==> src/hdl/arrt_pkg.sv <==
// ----------------------------------------------------------------------------
// Address range reservation table package
// Types, codes and sizing constants shared by the reservation table modules.
// ----------------------------------------------------------------------------
package arrt_pkg;

    localparam int ENTRIES     = 64;
    localparam int ALIGN_SHIFT = 21;
    localparam int IDX_W       = (ENTRIES > 1) ? $clog2(ENTRIES) : 1;
    localparam int CNT_W       = $clog2(ENTRIES + 1);

    localparam int ADDR_W = 48;
    localparam int END_W  = 49;
    localparam int LEN_W  = 43;
    localparam int CFG_W  = 49;
    localparam int USED_W = 7;

    localparam logic [1:0] CFG_HEAP_READY = 2'd0;
    localparam logic [1:0] CFG_HEAP_START = 2'd1;
    localparam logic [1:0] CFG_HEAP_END   = 2'd2;

    localparam logic KIND_RESERVE = 1'b0;
    localparam logic KIND_RELEASE = 1'b1;

    typedef enum logic [2:0] {
        ST_OK         = 3'd0,
        ST_NOT_READY  = 3'd1,
        ST_MISALIGNED = 3'd2,
        ST_OUT_WINDOW = 3'd3,
        ST_OVERLAP    = 3'd4,
        ST_FULL       = 3'd5
    } t_status;

    typedef struct packed {
        logic              kind;
        logic [ADDR_W-1:0] address;
        logic [LEN_W-1:0]  length;
    } t_req;

    typedef struct packed {
        logic [2:0]        status;
        logic [USED_W-1:0] entries_used;
    } t_res;

    typedef struct packed {
        logic              heap_ready;
        logic [ADDR_W-1:0] heap_start;
        logic [END_W-1:0]  heap_end;
    } t_cfg;

    typedef enum logic [2:0] {
        S_IDLE,
        S_CHECK,
        S_SCAN,
        S_DRAIN,
        S_COMMIT
    } t_state;

    typedef struct packed {
        logic load;
        logic check;
        logic scan_rd;
        logic commit;
    } t_cmd;

    typedef struct packed {
        logic pre_fail;
        logic last_idx;
    } t_stat;

endpackage

==> src/hdl/arrt_ctrl.sv <==
// ----------------------------------------------------------------------------
// Reservation table controller
// Sequences capture, window checks, the table scan and the final commit.
// ----------------------------------------------------------------------------
module arrt_ctrl
    import arrt_pkg::*;
(
    input  logic  i_clk,
    input  logic  i_rst_n,
    input  logic  i_start,
    input  t_stat i_stat,
    output t_cmd  o_cmd,
    output logic  o_busy
);

    t_state r_state;
    t_state n_state;

    always_ff @(posedge i_clk) begin
        if (!i_rst_n) begin
            r_state <= S_IDLE;
        end else begin
            r_state <= n_state;
        end
    end

    always_comb begin
        n_state = r_state;
        o_cmd   = '0;
        case (r_state)
            S_IDLE: begin
                if (i_start) begin
                    o_cmd.load = 1'b1;
                    n_state    = S_CHECK;
                end
            end
            S_CHECK: begin
                o_cmd.check = 1'b1;
                n_state     = i_stat.pre_fail ? S_COMMIT : S_SCAN;
            end
            S_SCAN: begin
                o_cmd.scan_rd = 1'b1;
                if (i_stat.last_idx) begin
                    n_state = S_DRAIN;
                end
            end
            S_DRAIN: begin
                // The last entry read is compared in this cycle.
                n_state = S_COMMIT;
            end
            S_COMMIT: begin
                o_cmd.commit = 1'b1;
                n_state      = S_IDLE;
            end
            default: begin
                n_state = S_IDLE;
            end
        endcase
    end

    assign o_busy = (r_state != S_IDLE);

endmodule

==> config.mk <==
export PLATFORM = sky130hd
export DESIGN_NAME = arrt_ctrl
export DESIGN_NICKNAME = d
export VERILOG_FILES = /design/src/hdl/arrt_pkg.sv /design/src/hdl/arrt_ctrl.sv
export SDC_FILE = /design/constraint.sdc
export NUM_CORES = 1
export LEC_CHECK = 0
export BUFFER_PORTS_ARGS = -buffer_cell sky130_fd_sc_hd__buf_4
export CAP_MARGIN = 10
export CORE_AREA = 2 2 39 41
export DETAILED_ROUTE_END_ITERATION = 7
export DIE_AREA = 0 0 41 43
export GPL_TIMING_DRIVEN = 0
export HOLD_SLACK_MARGIN = 0.12
export PLACE_DENSITY_LB_ADDON = 0.12
export SLEW_MARGIN = 20
export SYNTH_ARGS = -nofsm -noshare
export SYNTH_HDL_FRONTEND = slang
export SYNTH_SLANG_ARGS = --single-unit
==> constraint.sdc <==
create_clock -name i_clk -period 1.59 [get_ports i_clk]
set_clock_uncertainty 0.05 [all_clocks]
set_input_delay 0.0795 -clock i_clk [delete_from_list [all_inputs] [get_ports i_clk]]
set_output_delay 0.0795 -clock i_clk [all_outputs]
set_load 0.1 [all_outputs]
==> reports/summary.md <==
## Outcome
• **run status** complete, no violations

## Global routing
• **GRT Overall Usage** 6.21%
• **gr ovfl total** 0
• **via count of the first global-routing pass** 162
• **pin count of the biggest net entering global routing** 8
• **first-pass GRT wire length** 634 um
• **antenna violations before repair** 0

## Place
• **worst slack at placement** 0.287 ns
• **area of placed instances** 258 um^2
• **DP HPWL** 303 um
• **routability congestion estimate from global placement** 0.571
• **placed cell count** 42
• **PortBufs** 9

## Pwr
• **sequential share of power** 25.0%
• **PwrDens** 1130 nW/um^2
• **internal power consumption** 0.212 mW
• **peak supply drop** 228 uV
• **fraction of power spent switching nets** 39.0%
• **Switch Pwr** 0.135 mW
• **relative contribution of combinational cells to total power** 36.7%
• **overall power consumption** 0.347 mW
• **static power due to leakage** 0.137 nW
• **clock share of power** 38.3%

## Critical path
• **WS Path Type** reg -> out
• **critical register-to-register path startpoint** r_state[1]
• **worst reg2reg setup slack** 0.57 ns
• **reg2reg path depth** 2
• **arrival time reported for the critical path endpoint** 1.36 ns
• **startpoint class of the critical path** register
• **endpoint required time on the critical path** 1.46 ns
• **endpoint class of the critical path** primary output
• **Crit Path Max Fanout** 7
• **R2R Path End** r_state[1]

## Layout
• **final core utilization** 22.2%
• **largest registers** r_state (3)
• **leading cell types in the layout, fill and taps excluded** buf_4 (8), clkbuf_4 (3), dfxtp_1 (3)
• **flip-flop count of the largest register, all copies and words added** 3
• **count of non-filler cells in the finished layout** 48
• **number of fillers in the final layout** 160
• **Final nets** 38
• **area delta synth->final** 112%
• **most frequent standard cell in the layout excluding fill and tap cells** buf_4
• **register containing the most flip-flops in the final layout** r_state
• **post-route cell area** 308 um^2
• **ant diodes** 0
• **share of post-route cells with drive strength above 1** 53.1%

## Floorplan
• **FP Rows** 14
• **Core Footprint** 1380 um^2
• **starting density of the core** 10.5%
• **die outline area** 1760 um^2
• **floorplan die height** 43 um
• **Die X-Extent** 41 um
• **count of pins on the block boundary** 10

## Routing
• **ratio of routed vias to standard cells** 3.46
• **vias** 166
• **routed len/inst** 7.71 um
• **number of nets with antenna violations after detailed routing** 0
• **detailed router's first-iteration violation count** 0
• **First-pass DRT Iterations** 1
• **number of remaining DRC errors** 0
• **final WL** 370 um

## STA
• **Final setup viols** 0
• **Worst Slack Setup Final** 0.105 ns
• **actual slew at the worst max-slew pin** 0.265 ns
• **Min Clock Period, post-route** 1.49 ns
• **highest attainable clock frequency** 0.673 GHz
• **RSZ-0062 raised after global routing** false
• **final hold viol count** 0
• **max-slew violation count** 0
• **portion of the clock cycle consumed by the worst path in the final layout** 93.4%
• **summed negative setup slack over all endpoints** 0 ns
• **worst-case headroom to the max-slew limit** 82.3%
• **hold slack** 0.125 ns

## Synthesis
• **part of the Yosys area used for sequential elements** 41.4%
• **total standard cell area after synthesis** 145 um^2
• **mean post-synth cell area** 8.54 um^2
• **synthesized instance count** 17
• **Synthesized Nets** 22
• **register bit count reported by yosys** 3
• **number of distinct standard cells referenced by the synthesized netlist** 10
• **number of warnings issued by yosys** 0

## Clocking
• **Num Clock Sinks** 3
• **number of clock buffers inserted by TritonCTS** 3
• **Clk pin slew, worst setup/hold paths** 0.04 ns
• **clk root buf** clkbuf_4
• **deepest level of the CTS H-tree** 1
• **number of buffers on the longest clock path** 2
• **setup fix buffers added after clock tree synthesis** 0
• **insertion delay of the later-clocked pin in the worst-skew pair** 0.23 ns
• **clock tree from TritonCTS** done

## Worst hold path
• **type of the tightest min-delay check** in -> reg
• **terminating pin of the worst hold path** r_state[0]
• **worst hold stages** 3
• **start point of the worst min-delay path** i_stat[0]

## Run
• **max cap viols** 0

[cell usage after synthesis, drive strengths merged]
master,number,area share [%]
nand2b,2,8.6
mux2i,1,6.9
a21oi,1,3.4
or3b,1,6.0
inv,1,2.6
nor2,3,7.8
nor3b,3,16
dfxtp,3,41
nor3,1,3.4
or3,1,4.3
[layout make-up]
| type | count | area [um^2] | area share [%] |
|---|---|---|---|
| inverter | 1 | 3.75 | 1.22 |
| timing repair buffer | 11 | 91.3 | 29.7 |
| clock buffer | 4 | 26.3 | 8.54 |
| multi-input combinational | 13 | 106 | 34.6 |
| sequential | 3 | 60.1 | 19.5 |
| tap | 16 | 20.0 | 6.50 |
[metal layers]
| layer | share of wire, % | GRT usage (%) |
|---|---|---|
| met1 | 39 | 5.75 |
| met2 | 55 | 7.19 |
| met3 | 6.5 | 3.14 |
| met4 | 0 | 10.0 |
| met5 | 0 | 0 |
[power by group through the flow]
| stage | sequential [mW] | clock, mW | combinational (mW) |
|---|---|---|---|
| 6_report | 0.0866 | 0.133 | 0.128 |
| 5_1_grt | 0.0878 | 0.152 | 0.133 |
| 4_1_cts | 0.0867 | 0.142 | 0.127 |
| 3_5_place_dp | 0.0880 | 0 | 0.123 |
| 3_3_place_gp | 0.0885 | 0 | 0.122 |
| 2_1_floorplan | 0.0866 | 0 | 0.0977 |
[kinds of logic after synthesis]
group,count (synthesis),share of synthesized area (%)
buf+inv,1,2.58
flops,3,41.4
simple gates,11,45.7
compound gates,1,3.44
mux,1,6.90
[how the worst max path moves through the flow]
stage,to,start,cells past startpoint
2_1_floorplan,o_cmd[2],r_state[0],1
3_3_place_gp,o_cmd[3],r_state[1],3
3_5_place_dp,o_cmd[3],r_state[1],3
4_1_cts,o_cmd[3],r_state[1],3
5_1_grt,o_cmd[3],r_state[1],3
6_report,o_cmd[3],r_state[1],3
[worst max-delay path, cell delays in order (launching register included)]
cell and delay (ns):
dfxtp_1 0.37, or3_4 0.41, nor2_4 0.11, buf_6 0.22
[timing repair]
action | 4_1_cts | 5_1_grt
resized for setup | 0 | 1
hold buffers | 2 | 0
setup endpoints to repair | 0 | 1
endpoints found under the hold margin | 3 | 0
Power figures use the tool's default switching activity.
