File: src/hdl/arrt_pkg.sv
// ----------------------------------------------------------------------------
// Address range reservation table package
// Types, codes and sizing constants shared by the reservation table modules.
// ----------------------------------------------------------------------------
package arrt_pkg;

    localparam int ENTRIES     = 64;
    localparam int ALIGN_SHIFT = 21;
    localparam int IDX_W       = (ENTRIES > 1) ? $clog2(ENTRIES) : 1;
    localparam int CNT_W       = $clog2(ENTRIES + 1);

    localparam int ADDR_W = 48;
    localparam int END_W  = 49;
    localparam int LEN_W  = 43;
    localparam int CFG_W  = 49;
    localparam int USED_W = 7;

    localparam logic [1:0] CFG_HEAP_READY = 2'd0;
    localparam logic [1:0] CFG_HEAP_START = 2'd1;
    localparam logic [1:0] CFG_HEAP_END   = 2'd2;

    localparam logic KIND_RESERVE = 1'b0;
    localparam logic KIND_RELEASE = 1'b1;

    typedef enum logic [2:0] {
        ST_OK         = 3'd0,
        ST_NOT_READY  = 3'd1,
        ST_MISALIGNED = 3'd2,
        ST_OUT_WINDOW = 3'd3,
        ST_OVERLAP    = 3'd4,
        ST_FULL       = 3'd5
    } t_status;

    typedef struct packed {
        logic              kind;
        logic [ADDR_W-1:0] address;
        logic [LEN_W-1:0]  length;
    } t_req;

    typedef struct packed {
        logic [2:0]        status;
        logic [USED_W-1:0] entries_used;
    } t_res;

    typedef struct packed {
        logic              heap_ready;
        logic [ADDR_W-1:0] heap_start;
        logic [END_W-1:0]  heap_end;
    } t_cfg;

    typedef enum logic [2:0] {
        S_IDLE,
        S_CHECK,
        S_SCAN,
        S_DRAIN,
        S_COMMIT
    } t_state;

    typedef struct packed {
        logic load;
        logic check;
        logic scan_rd;
        logic commit;
    } t_cmd;

    typedef struct packed {
        logic pre_fail;
        logic last_idx;
    } t_stat;

endpackage

File: src/hdl/arrt_cfg.sv
// ----------------------------------------------------------------------------
// Configuration registers
// Holds the heap window settings written through the plain write port.
// ----------------------------------------------------------------------------
module arrt_cfg
    import arrt_pkg::*;
(
    input  logic             i_clk,
    input  logic             i_rst_n,
    input  logic             i_cfg_we,
    input  logic [1:0]       i_cfg_idx,
    input  logic [CFG_W-1:0] i_cfg_data,
    output t_cfg             o_cfg
);

    t_cfg r_cfg;

    always_ff @(posedge i_clk) begin
        if (!i_rst_n) begin
            r_cfg <= '0;
        end else if (i_cfg_we) begin
            case (i_cfg_idx)
                CFG_HEAP_READY: r_cfg.heap_ready <= i_cfg_data[0];
                CFG_HEAP_START: r_cfg.heap_start <= i_cfg_data[ADDR_W-1:0];
                CFG_HEAP_END:   r_cfg.heap_end   <= i_cfg_data[END_W-1:0];
                default: ;
            endcase
        end
    end

    assign o_cfg = r_cfg;

endmodule

File: config.mk
export PLATFORM = sky130hd
export DESIGN_NAME = arrt_cfg
export DESIGN_NICKNAME = d
export VERILOG_FILES = /design/src/hdl/arrt_pkg.sv /design/src/hdl/arrt_cfg.sv
export SDC_FILE = /design/constraint.sdc
export NUM_CORES = 1
export LEC_CHECK = 0
export BUFFER_PORTS_ARGS = -buffer_cell sky130_fd_sc_hd__buf_2
export CAP_MARGIN = 0
export CELL_PAD_IN_SITES_DETAIL_PLACEMENT = 0
export CELL_PAD_IN_SITES_GLOBAL_PLACEMENT = 2
export CORE_MARGIN = 2
export CORE_UTILIZATION = 31
export CTS_BUF_LIST = sky130_fd_sc_hd__clkbuf_8
export DETAILED_ROUTE_END_ITERATION = 8
export PLACE_DENSITY = 0.92
export SLEW_MARGIN = 0
export SYNTH_ARGS = -nofsm -noshare
export SYNTH_HDL_FRONTEND = slang
export SYNTH_SLANG_ARGS = --single-unit
export TNS_END_PERCENT = 50
File: constraint.sdc
create_clock -name i_clk -period 2.27 [get_ports i_clk]
set_clock_uncertainty 0.2 [all_clocks]
set_input_delay 0.1135 -clock i_clk [delete_from_list [all_inputs] [get_ports i_clk]]
set_output_delay 0.1135 -clock i_clk [all_outputs]
set_load 0.01 [all_outputs]
==> results.cfg, run 1 <==
[pwr]
finalPower_w = 0.00352
p_leak_nw = 2.70
switching_share_pct = 23.2
p_comb_share_pct = 11.4
p_per_area_mw_per_mm2 = 665
pwr-share-seq_pct = 51.3
peakVddDrop_mv = 0.357
p_clk_share_pct = 37.2
power_switching_w = 0.000816
internal_power_w = 0.00271

[floorplan]
initial_core_util_pct = 31.9
num_rows = 39
core_area_mm2 = 0.0115
ios = 152
die_y_um = 113
dieArea_mm2 = 0.0127
die_w_um = 113

[setup_path]
worstPathArrival_ps = 1640
cp.required_ps = 2350
cp-start-kind = input port
critical_path_class = input port to register
cp_max_fo = 48
worstSetupEndpointType = register

[synth]
ys_warn_count = 0
postSynthNetCount = 427
synthCells = 373
synthTopCellsByArea = dfxtp_1, mux2i_1, nand2_1, clkbuf_1, buf_2
ys_types = 11
ys_seq_area_share_pct = 53.6
avgSynthCellArea_um2 = 9.81
yosysTopAreaCell = dfxtp_1
synth_top_cell_area_share_pct = 53.6
ys_seq_elements = 98
synth_area_mm2 = 0.00366

[clock_network]
postCtsSetupBuffers = 0
cts_buffer_depth = 2
htree_levels = 3
clock-sinks = 98
root_buffer = clkbuf_8
path_clk_slew_ps = 90
cts_tree = yes
ctsResizeCount = 0
cts_inserted_buffers = 9
clkLatencyLatePin_ps = 350

[detailed_routing]
dr.pass1.iters = 4
vias = 3175
wl_mm = 9.22
viasPerCell = 4.44
wire_per_inst_um = 12.9
drtAntennaViolNets = 0
drcViolationCount = 0
drt_iter0_drc = 137

[sta]
slew_violations = 0
setup_viol = 0
fin_crit_sh_pct = 68.4
fin_hold_ws_ps = 257
hold_viol_final = 0
rsz0062_at_grt = no
fmax_mhz = 644
worst_slew_pin_slew_ps = 397
setup_slack_ps = 718
period_needed_ps = 1550
tns_ps = 0
relSlewSlack_pct = 73.5

[placed_design]
gp_congestion = 0.738
place_ws_ps = 894
place.port_buffers = 151
hpwl_mm = 6.04

[global_route]
grt_usage_pct = 14.7
overflow = 0
antenna_found_initial = 0
grt_start_max_net_pins = 52
grt_pass1_wl_mm = 15.0
grt_pass1_vias = 3255

[finish]
area_growth_pct = 44.9
diodes = 0
largest_reg_flops = 98
drive_gt1_share_pct = 30.2
layout_commonest_cell = buf_2
mostFrequentLayoutCells = buf_2, nand2_1, mux2i_1, dfxtp_1, dlygate4sd3_1
final_nets = 621

[outcome]
status = finished clean

[job]
drv_cap = 0

[hold_path]
hold_path_class = register to register
final timing paths:
path	startpoint	end	slack (ps)	depth (start not counted)
max	i_cfg_idx[1]	o_cfg[90]	720	5
min	o_cfg[58]	o_cfg[58]	260	2
max reg2reg	o_cfg[57]	o_cfg[57]	1450	2
min reg2reg	o_cfg[58]	o_cfg[58]	260	2
power groups by stage:
stage | combinational, W | sequential (W) | clock [W]
global placement | 0.000330 | 0.00185 | 0
finish | 0.000403 | 0.00181 | 0.00131
global route | 0.000442 | 0.00182 | 0.00144
floorplan | 0.000162 | 0.00188 | 0
CTS | 0.000407 | 0.00181 | 0.00137
detailed placement | 0.000336 | 0.00185 | 0
synthesized netlist by cell type, drive strengths merged:
cell type / instances
and3b: 1
nor3b: 1
nand3b: 1
mux2i: 98
buf: 15
clkbuf: 12
nand2: 147
dfxtp: 98
what timing repair did:
item                                    in CTS  in global routing
hold buffers                                53                  0
endpoints found under the setup margin       0                  0
hold endpoints to repair                    98                  0
critical path: stages:
cell,delay (ps)
dlygate4sd3_1,550
buf_2,140
and3b_2,250
buf_12,320
mux2i_1,230
stage by stage:
stage / utilization (%) / cell area (um^2) / cells
finish: 46.2 / 5300 / 715
global placement: 39.6 / 4540 / 646
detailed placement: 39.6 / 4540 / 646
CTS: 46.2 / 5300 / 715
global route: 46.2 / 5300 / 715
floorplan: - / 3660 / 373
routing by layer:
layer  up-vias  routed length (um)  GRT usage [%]
met3        19                 597           4.21
met2       103                4310           24.3
met1      1451                4070           17.3
li1       1602                   -              -
met5         -                   0              0
met4         0                 246           7.56
logic make-up after synthesis:
kind of cell	share of synthesized area, %
and+or+nand+nor	15.7
buffers and inverters	3.86
DFF	53.6
muxes	26.8
cell type report:
cell class                 count  area (um^2)
clock buffer                   9          124
clock inverter                 7          109
fill                        1095         6160
multi-input combinational    248         1560
tap                          143          179
sequential                    98         1960
timing repair buffer         210         1370
No activity file was read; power rests on OpenSTA's default activity.
==> run 2: changes to the inputs <==
--- a/config.mk
+++ b/config.mk
@@ -10,10 +10,10 @@
 export CELL_PAD_IN_SITES_DETAIL_PLACEMENT = 0
 export CELL_PAD_IN_SITES_GLOBAL_PLACEMENT = 2
 export CORE_MARGIN = 2
-export CORE_UTILIZATION = 31
+export CORE_UTILIZATION = 29
 export CTS_BUF_LIST = sky130_fd_sc_hd__clkbuf_8
 export DETAILED_ROUTE_END_ITERATION = 8
-export PLACE_DENSITY = 0.92
+export PLACE_DENSITY = 0.87
 export SLEW_MARGIN = 0
 export SYNTH_ARGS = -nofsm -noshare
 export SYNTH_HDL_FRONTEND = slang
==> constraint.sdc (replaced) <==
create_clock -name i_clk -period 1.49 [get_ports i_clk]
set_clock_uncertainty 0.2 [all_clocks]
set_input_delay 0.0745 -clock i_clk [delete_from_list [all_inputs] [get_ports i_clk]]
set_output_delay 0.0745 -clock i_clk [all_outputs]
set_load 0.01 [all_outputs]
==> results.cfg, run 2 (synthesized netlist as in run 1, its figures left out) <==
[finish]
fillers = 1238
multiInputGateArea_mm2 = 0.00156
regArea_mm2 = 0.00196
diodes = 0
drive_gt1_share_pct = 29.7
area_growth_pct = 45.5
largest_reg_flops = 98
mostFrequentLayoutCells = buf_2, nand2_1, mux2i_1, dfxtp_1, dlygate4sd3_1
final_nets = 623
layout_commonest_cell = buf_2

[clock_network]
htree_levels = 3
holdBufCountCts = 53
postCtsSetupBuffers = 0
ctsResizeCount = 0
cts_tree = yes
clock-sinks = 98
cts_inserted_buffers = 9
cts_buffer_depth = 2
clkLatencyLatePin_ps = 360
path_clk_slew_ps = 80
root_buffer = clkbuf_8

[setup_path]
critical_path_class = input port to register
rrSetupSlack_ps = 660
cp_max_fo = 29
worstPathArrival_ps = 1520
r2r_cells = 2
cp-start-kind = input port
cp.required_ps = 1580
timing.rr.end = o_cfg[31]
r2r-start = o_cfg[31]
worstSetupEndpointType = register

[detailed_routing]
dr.pass1.iters = 4
wire_per_inst_um = 12.0
wl_mm = 8.92
vias = 3103
viasPerCell = 4.17
drcViolationCount = 0
drt_iter0_drc = 78
drtAntennaViolNets = 0

[sta]
fmax_mhz = 698
fin_crit_sh_pct = 96.2
setup_viol = 0
worst_slew_pin_slew_ps = 242
tns_ps = 0
period_needed_ps = 1430
slew_violations = 0
relSlewSlack_pct = 83.9
hold_viol_final = 0
fin_hold_ws_ps = 258
rsz0062_at_grt = no

[pwr]
pwr-share-seq_pct = 56.9
p_leak_nw = 2.70
internal_power_w = 0.00365
p_per_area_mw_per_mm2 = 909
p_comb_share_pct = 13.0
switching_share_pct = 24.6
p_clk_share_pct = 30.1
power_switching_w = 0.00119
peakVddDrop_mv = 0.321

[global_route]
grt_usage_pct = 12.8
grt_pass1_wl_mm = 13.5
antenna_found_initial = 0
grt_pass1_vias = 2930
grt_start_max_net_pins = 47
overflow = 0

[placed_design]
gp_congestion = 0.701
hpwl_mm = 5.97
place.port_buffers = 151

[hold_path]
hold_path_class = register to register
holdPathStages = 2
hold_end = o_cfg[25]
hp-start = o_cfg[25]

[floorplan]
ios = 152
dieArea_mm2 = 0.0135
num_rows = 41
initial_core_util_pct = 29.4
die_w_um = 116
die_y_um = 116
core_area_mm2 = 0.0125

[outcome]
status = finished clean

[job]
drv_cap = 0
-- run 2: cell types whose count changed in the layout (fill, tap and decap cells not counted) --
cell       before  now
buf_4           4    2
bufinv_16       3    0
clkinv_2        3    0
clkbuf_8        9   10
buf_12          3    7
inv_1           1    4
-- run 2: critical path, stage by stage --
cell and delay [ps]:
dlygate4sd3_1 530, buf_2 130, and3b_2 290, buf_12 240, mux2i_1 220
-- run 2: area by class of cell --
cell class,count,share of cell area [%]
Sequential cell,98,36.9
Clock buffer,10,2.59
Multi-Input combinational cell,248,29.3
Clock inverter,4,0.282
Timing Repair Buffer,212,27.0
Tap cell,172,4.04
-- run 2: layer usage --
metal / share of wire [%] / vias to the layer above / track usage [%] / wire, um
li1: - / 1596 / - / -
met5: 0 / - / 0 / 0
met3: 6.5 / 13 / 4.00 / 576
met1: 45 / 1403 / 14.9 / 3990
met4: 1.9 / 0 / 6.03 / 171
met2: 47 / 91 / 21.5 / 4180
-- run 2: how the worst max path moves through the flow --
stage,endpoint,startpoint,slack (ps)
after floorplan,o_cfg[70],i_cfg_idx[1],380
after global placement,o_cfg[91],i_cfg_idx[1],290
after detailed placement,o_cfg[56],i_cfg_idx[1],230
after CTS,o_cfg[56],i_cfg_idx[1],100
after global routing,o_cfg[61],i_cfg_idx[1],40
final,o_cfg[56],i_cfg_idx[1],60
-- run 2: power by group through the flow --
| stage | sequential [W] | clock [W] | combinational, W |
|---|---|---|---|
| after global placement | 0.00282 | 0 | 0.000522 |
| after floorplan | 0.00286 | 0 | 0.000247 |
| after CTS | 0.00276 | 0.00154 | 0.000636 |
| final | 0.00275 | 0.00146 | 0.000628 |
| after global routing | 0.00277 | 0.00164 | 0.000690 |
| after detailed placement | 0.00282 | 0 | 0.000529 |
-- run 2: metrics by stage --
| step | cell area [um^2] | setup slack (ps) | total power, W | cells | util [%] |
|---|---|---|---|---|---|
| 3_5_place_dp | 4640 | 234 | 0.00335 | 677 | 37.2 |
| 4_1_cts | 5320 | 97.5 | 0.00494 | 744 | 42.7 |
| 6_report | 5320 | 57.2 | 0.00484 | 744 | 42.7 |
| 2_1_floorplan | 3660 | 380 | 0.00311 | 373 | - |
| 5_1_grt | 5320 | 38.3 | 0.00509 | 744 | 42.7 |
| 3_3_place_gp | 4640 | 288 | 0.00334 | 677 | 37.2 |
==> run 3: changes to the inputs <==
--- a/config.mk
+++ b/config.mk
@@ -5,13 +5,14 @@
 export SDC_FILE = /design/constraint.sdc
 export NUM_CORES = 1
 export LEC_CHECK = 0
+export ABC_CLOCK_PERIOD_IN_PS = 1490
 export BUFFER_PORTS_ARGS = -buffer_cell sky130_fd_sc_hd__buf_2
 export CAP_MARGIN = 0
 export CELL_PAD_IN_SITES_DETAIL_PLACEMENT = 0
 export CELL_PAD_IN_SITES_GLOBAL_PLACEMENT = 2
 export CORE_MARGIN = 2
 export CORE_UTILIZATION = 29
-export CTS_BUF_LIST = sky130_fd_sc_hd__clkbuf_8
+export CTS_BUF_LIST = sky130_fd_sc_hd__clkbuf_4
 export DETAILED_ROUTE_END_ITERATION = 8
 export PLACE_DENSITY = 0.87
 export SLEW_MARGIN = 0
==> results.cfg, run 3 <==
[outcome]
status = stopped before the end
lastStage = clock tree synthesis (4_1_cts)
first-error = [ERROR RSZ-0060] Max buffer count reached.

[synth]
synthTopCellsByArea = dfxtp_1, mux2i_1, nand2_1, clkbuf_1, buf_2
ys_seq_area_share_pct = 53.6
synthFlopType = dfxtp_1
postSynthNetCount = 427
avgSynthCellArea_um2 = 9.81
ys_warn_count = 0
synth_commonest_cells = nand2_1, dfxtp_1, mux2i_1
yosysMostFrequentCell = nand2_1
synthCells = 373
ys_async_sr_fraction_pct = 0
synth_area_mm2 = 0.00366
ys_types = 11
ys_seq_elements = 98
yosysTopAreaCell = dfxtp_1
synth_top_cell_area_share_pct = 53.6
synth_edf_count = 0

[floorplan]
initial_core_util_pct = 29.4
die_y_um = 116
num_rows = 41
ios = 152
die_w_um = 116

[clock_network]
postCtsSetupBuffers = 0
htree_levels = 3
root_buffer = clkbuf_4
cts_buffer_depth = 2
cts_inserted_buffers = 9
clock-sinks = 98
holdBufCountCts = 139
ctsResizeCount = 0

[placed_design]
placed_cells = 677
place.port_buffers = 151
place_ws_ps = 234
gp_congestion = 0.701
hpwl_mm = 5.97
[run 3: cell counts after synthesis]
No cell type changed its count.
[run 3: cell families after synthesis]
logic type | Yosys count | synth area share (%)
simple gates | 150 | 15.7
mux | 98 | 26.8
flops | 98 | 53.6
buf+inv | 27 | 3.86
[run 3: through the flow]
step,instance area [um^2],util [%],hold WS (ps)
2_1_floorplan,3660,-,13.3
3_3_place_gp,4640,37.2,122
3_5_place_dp,4640,37.2,128
==> run 4: changes to the inputs <==
--- a/config.mk
+++ b/config.mk
@@ -8,13 +8,10 @@
 export ABC_CLOCK_PERIOD_IN_PS = 1490
 export BUFFER_PORTS_ARGS = -buffer_cell sky130_fd_sc_hd__buf_2
 export CAP_MARGIN = 0
-export CELL_PAD_IN_SITES_DETAIL_PLACEMENT = 0
-export CELL_PAD_IN_SITES_GLOBAL_PLACEMENT = 2
 export CORE_MARGIN = 2
-export CORE_UTILIZATION = 29
-export CTS_BUF_LIST = sky130_fd_sc_hd__clkbuf_4
+export CORE_UTILIZATION = 30
 export DETAILED_ROUTE_END_ITERATION = 8
-export PLACE_DENSITY = 0.87
+export PLACE_DENSITY_LB_ADDON = 0.15
 export SLEW_MARGIN = 0
 export SYNTH_ARGS = -nofsm -noshare
 export SYNTH_HDL_FRONTEND = slang
==> results.cfg, run 4 (synthesized netlist as in run 1, its figures left out) <==
[outcome]
status = finished clean

[clock_network]
htree_levels = 3
root_buffer = clkbuf_16
postCtsSetupBuffers = 0
clock-sinks = 98
cts_tree = yes
cts_inserted_buffers = 9
clkLatencyLatePin_ps = 330
path_clk_slew_ps = 70
cts_buffer_depth = 2

[detailed_routing]
dr.pass1.iters = 4
wire_per_inst_um = 12.9
viasPerCell = 4.35
vias = 3153
drcViolationCount = 0
wl_mm = 9.36
drtAntennaViolNets = 0
drt_iter0_drc = 123

[finish]
mostFrequentLayoutCells = buf_2, nand2_1, mux2i_1, dfxtp_1, dlygate4sd3_1
area_growth_pct = 50.4
layout_commonest_cell = buf_2
fin_area_mm2 = 0.00550
diodes = 0
final_nets = 626
largest_reg_flops = 98
drive_gt1_share_pct = 30.7

[setup_path]
slowest_delay_ps = 520
cp-start-kind = input port
rrSetupSlack_ps = 680
worstPathArrival_ps = 1400
r2r_cells = 2
cp_max_fo = 27
cp.required_ps = 1500
r2r-start = o_cfg[47]
timing.rr.end = o_cfg[47]
worstSetupEndpointType = register
crit_family = buffers and inverters
cpMaxStageDelayCell = dlygate4sd3_1
crit_chain = dlygate4sd3_1 > buf_2 > nand3b_1 > buf_12 > mux2i_1
critPathLaunch = i_cfg_idx[0]
critical_path_class = input port to register
path_buf_inv = 3

[job]
drv_cap = 0

[floorplan]
dieArea_mm2 = 0.0131
die_y_um = 114
die_w_um = 114
core_area_mm2 = 0.0120
num_rows = 40
initial_core_util_pct = 30.6
ios = 152

[sta]
tns_ps = 0
worst_slew_pin_slew_ps = 441
fmax_mhz = 722
slew_violations = 0
hold_viol_final = 0
setup_viol = 0
fin_crit_sh_pct = 93.0
relSlewSlack_pct = 70.5
period_needed_ps = 1390
rsz0062_at_grt = no

[global_route]
grt_pass1_wl_mm = 14.7
grt_usage_pct = 14.1
antenna_found_initial = 0
overflow = 0
grt_pass1_vias = 3089
grt_start_max_net_pins = 44

[pwr]
p_leak_nw = 2.79
switching_share_pct = 22.9
p_clk_share_pct = 41.9
pwr-share-seq_pct = 47.1
internal_power_w = 0.00452
p_comb_share_pct = 11.0
power_switching_w = 0.00134
peakVddDrop_mv = 0.451
p_per_area_mw_per_mm2 = 1060

[hold_path]
hold_end = o_cfg[0]
hold_path_class = input port to register
hp-start = i_rst_n
holdPathStages = 3

[placed_design]
place.port_buffers = 151
gp_congestion = 0.694
post_dp_cell_area_mm2 = 0.00461
hpwl_mm = 6.07
-- run 4: metal layers --
metal | vias to the layer above | share of wire [%] | GRT usage, % | wire (um)
li1 | 1617 | - | - | -
met1 | 1428 | 47 | 18.0 | 4420
met2 | 96 | 44 | 21.6 | 4140
met3 | 12 | 6.6 | 4.34 | 617
met4 | 0 | 1.9 | 6.91 | 176
met5 | - | 0 | 0 | 0
-- run 4: cell type report --
| type | count | area (um^2) |
|---|---|---|
| Timing Repair Buffer | 215 | 1480 |
| Clock buffer | 9 | 225 |
| Sequential cell | 98 | 1960 |
| Multi-Input combinational cell | 248 | 1560 |
| Clock inverter | 7 | 91.3 |
| Tap cell | 147 | 184 |
| Fill cell | 1143 | 6460 |
-- run 4: how the worst max path moves through the flow --
| stage | endpoint | slack [ps] | cells after the start |
|---|---|---|---|
| 6_report | o_cfg[33] | 100 | 5 |
| 5_1_grt | o_cfg[93] | 40 | 4 |
| 4_1_cts | o_cfg[85] | 50 | 5 |
| 3_5_place_dp | o_cfg[85] | 250 | 4 |
| 3_3_place_gp | o_cfg[78] | 290 | 4 |
| 2_1_floorplan | o_cfg[70] | 380 | 5 |
-- run 4: metrics by stage --
step / total power (W) / cells / util [%] / setup slack, ps / hold WS, ps
finish: 0.00585 / 724 / 46.0 / 104 / 0.312
global route: 0.00612 / 724 / 46.0 / 44.1 / 16.4
CTS: 0.00594 / 723 / 45.8 / 48.6 / 12.0
detailed placement: 0.00335 / 652 / 38.5 / 246 / 137
global placement: 0.00334 / 652 / 38.5 / 293 / 123
floorplan: 0.00311 / 373 / - / 380 / 13.3
-- run 4: timing repair --
| action | CTS | global route |
|---|---|---|
| hold buffers | 55 | 0 |
| endpoints found under the hold margin | 98 | 0 |
| resized for setup | 0 | 1 |
| setup endpoints to repair | 0 | 7 |
-- run 4: worst register-to-register path, stage by stage, from the launching register on --
cell     delay (ps)
dfxtp_1         340
nand2_1          60
mux2i_1         140
-- run 4: power groups by stage --
stage | clock network, W | logic [W] | registers (W)
after floorplan | 0 | 0.000247 | 0.00286
after global placement | 0 | 0.000525 | 0.00281
after detailed placement | 0 | 0.000531 | 0.00282
after CTS | 0.00254 | 0.000644 | 0.00276
after global routing | 0.00265 | 0.000705 | 0.00276
final | 0.00245 | 0.000644 | 0.00276
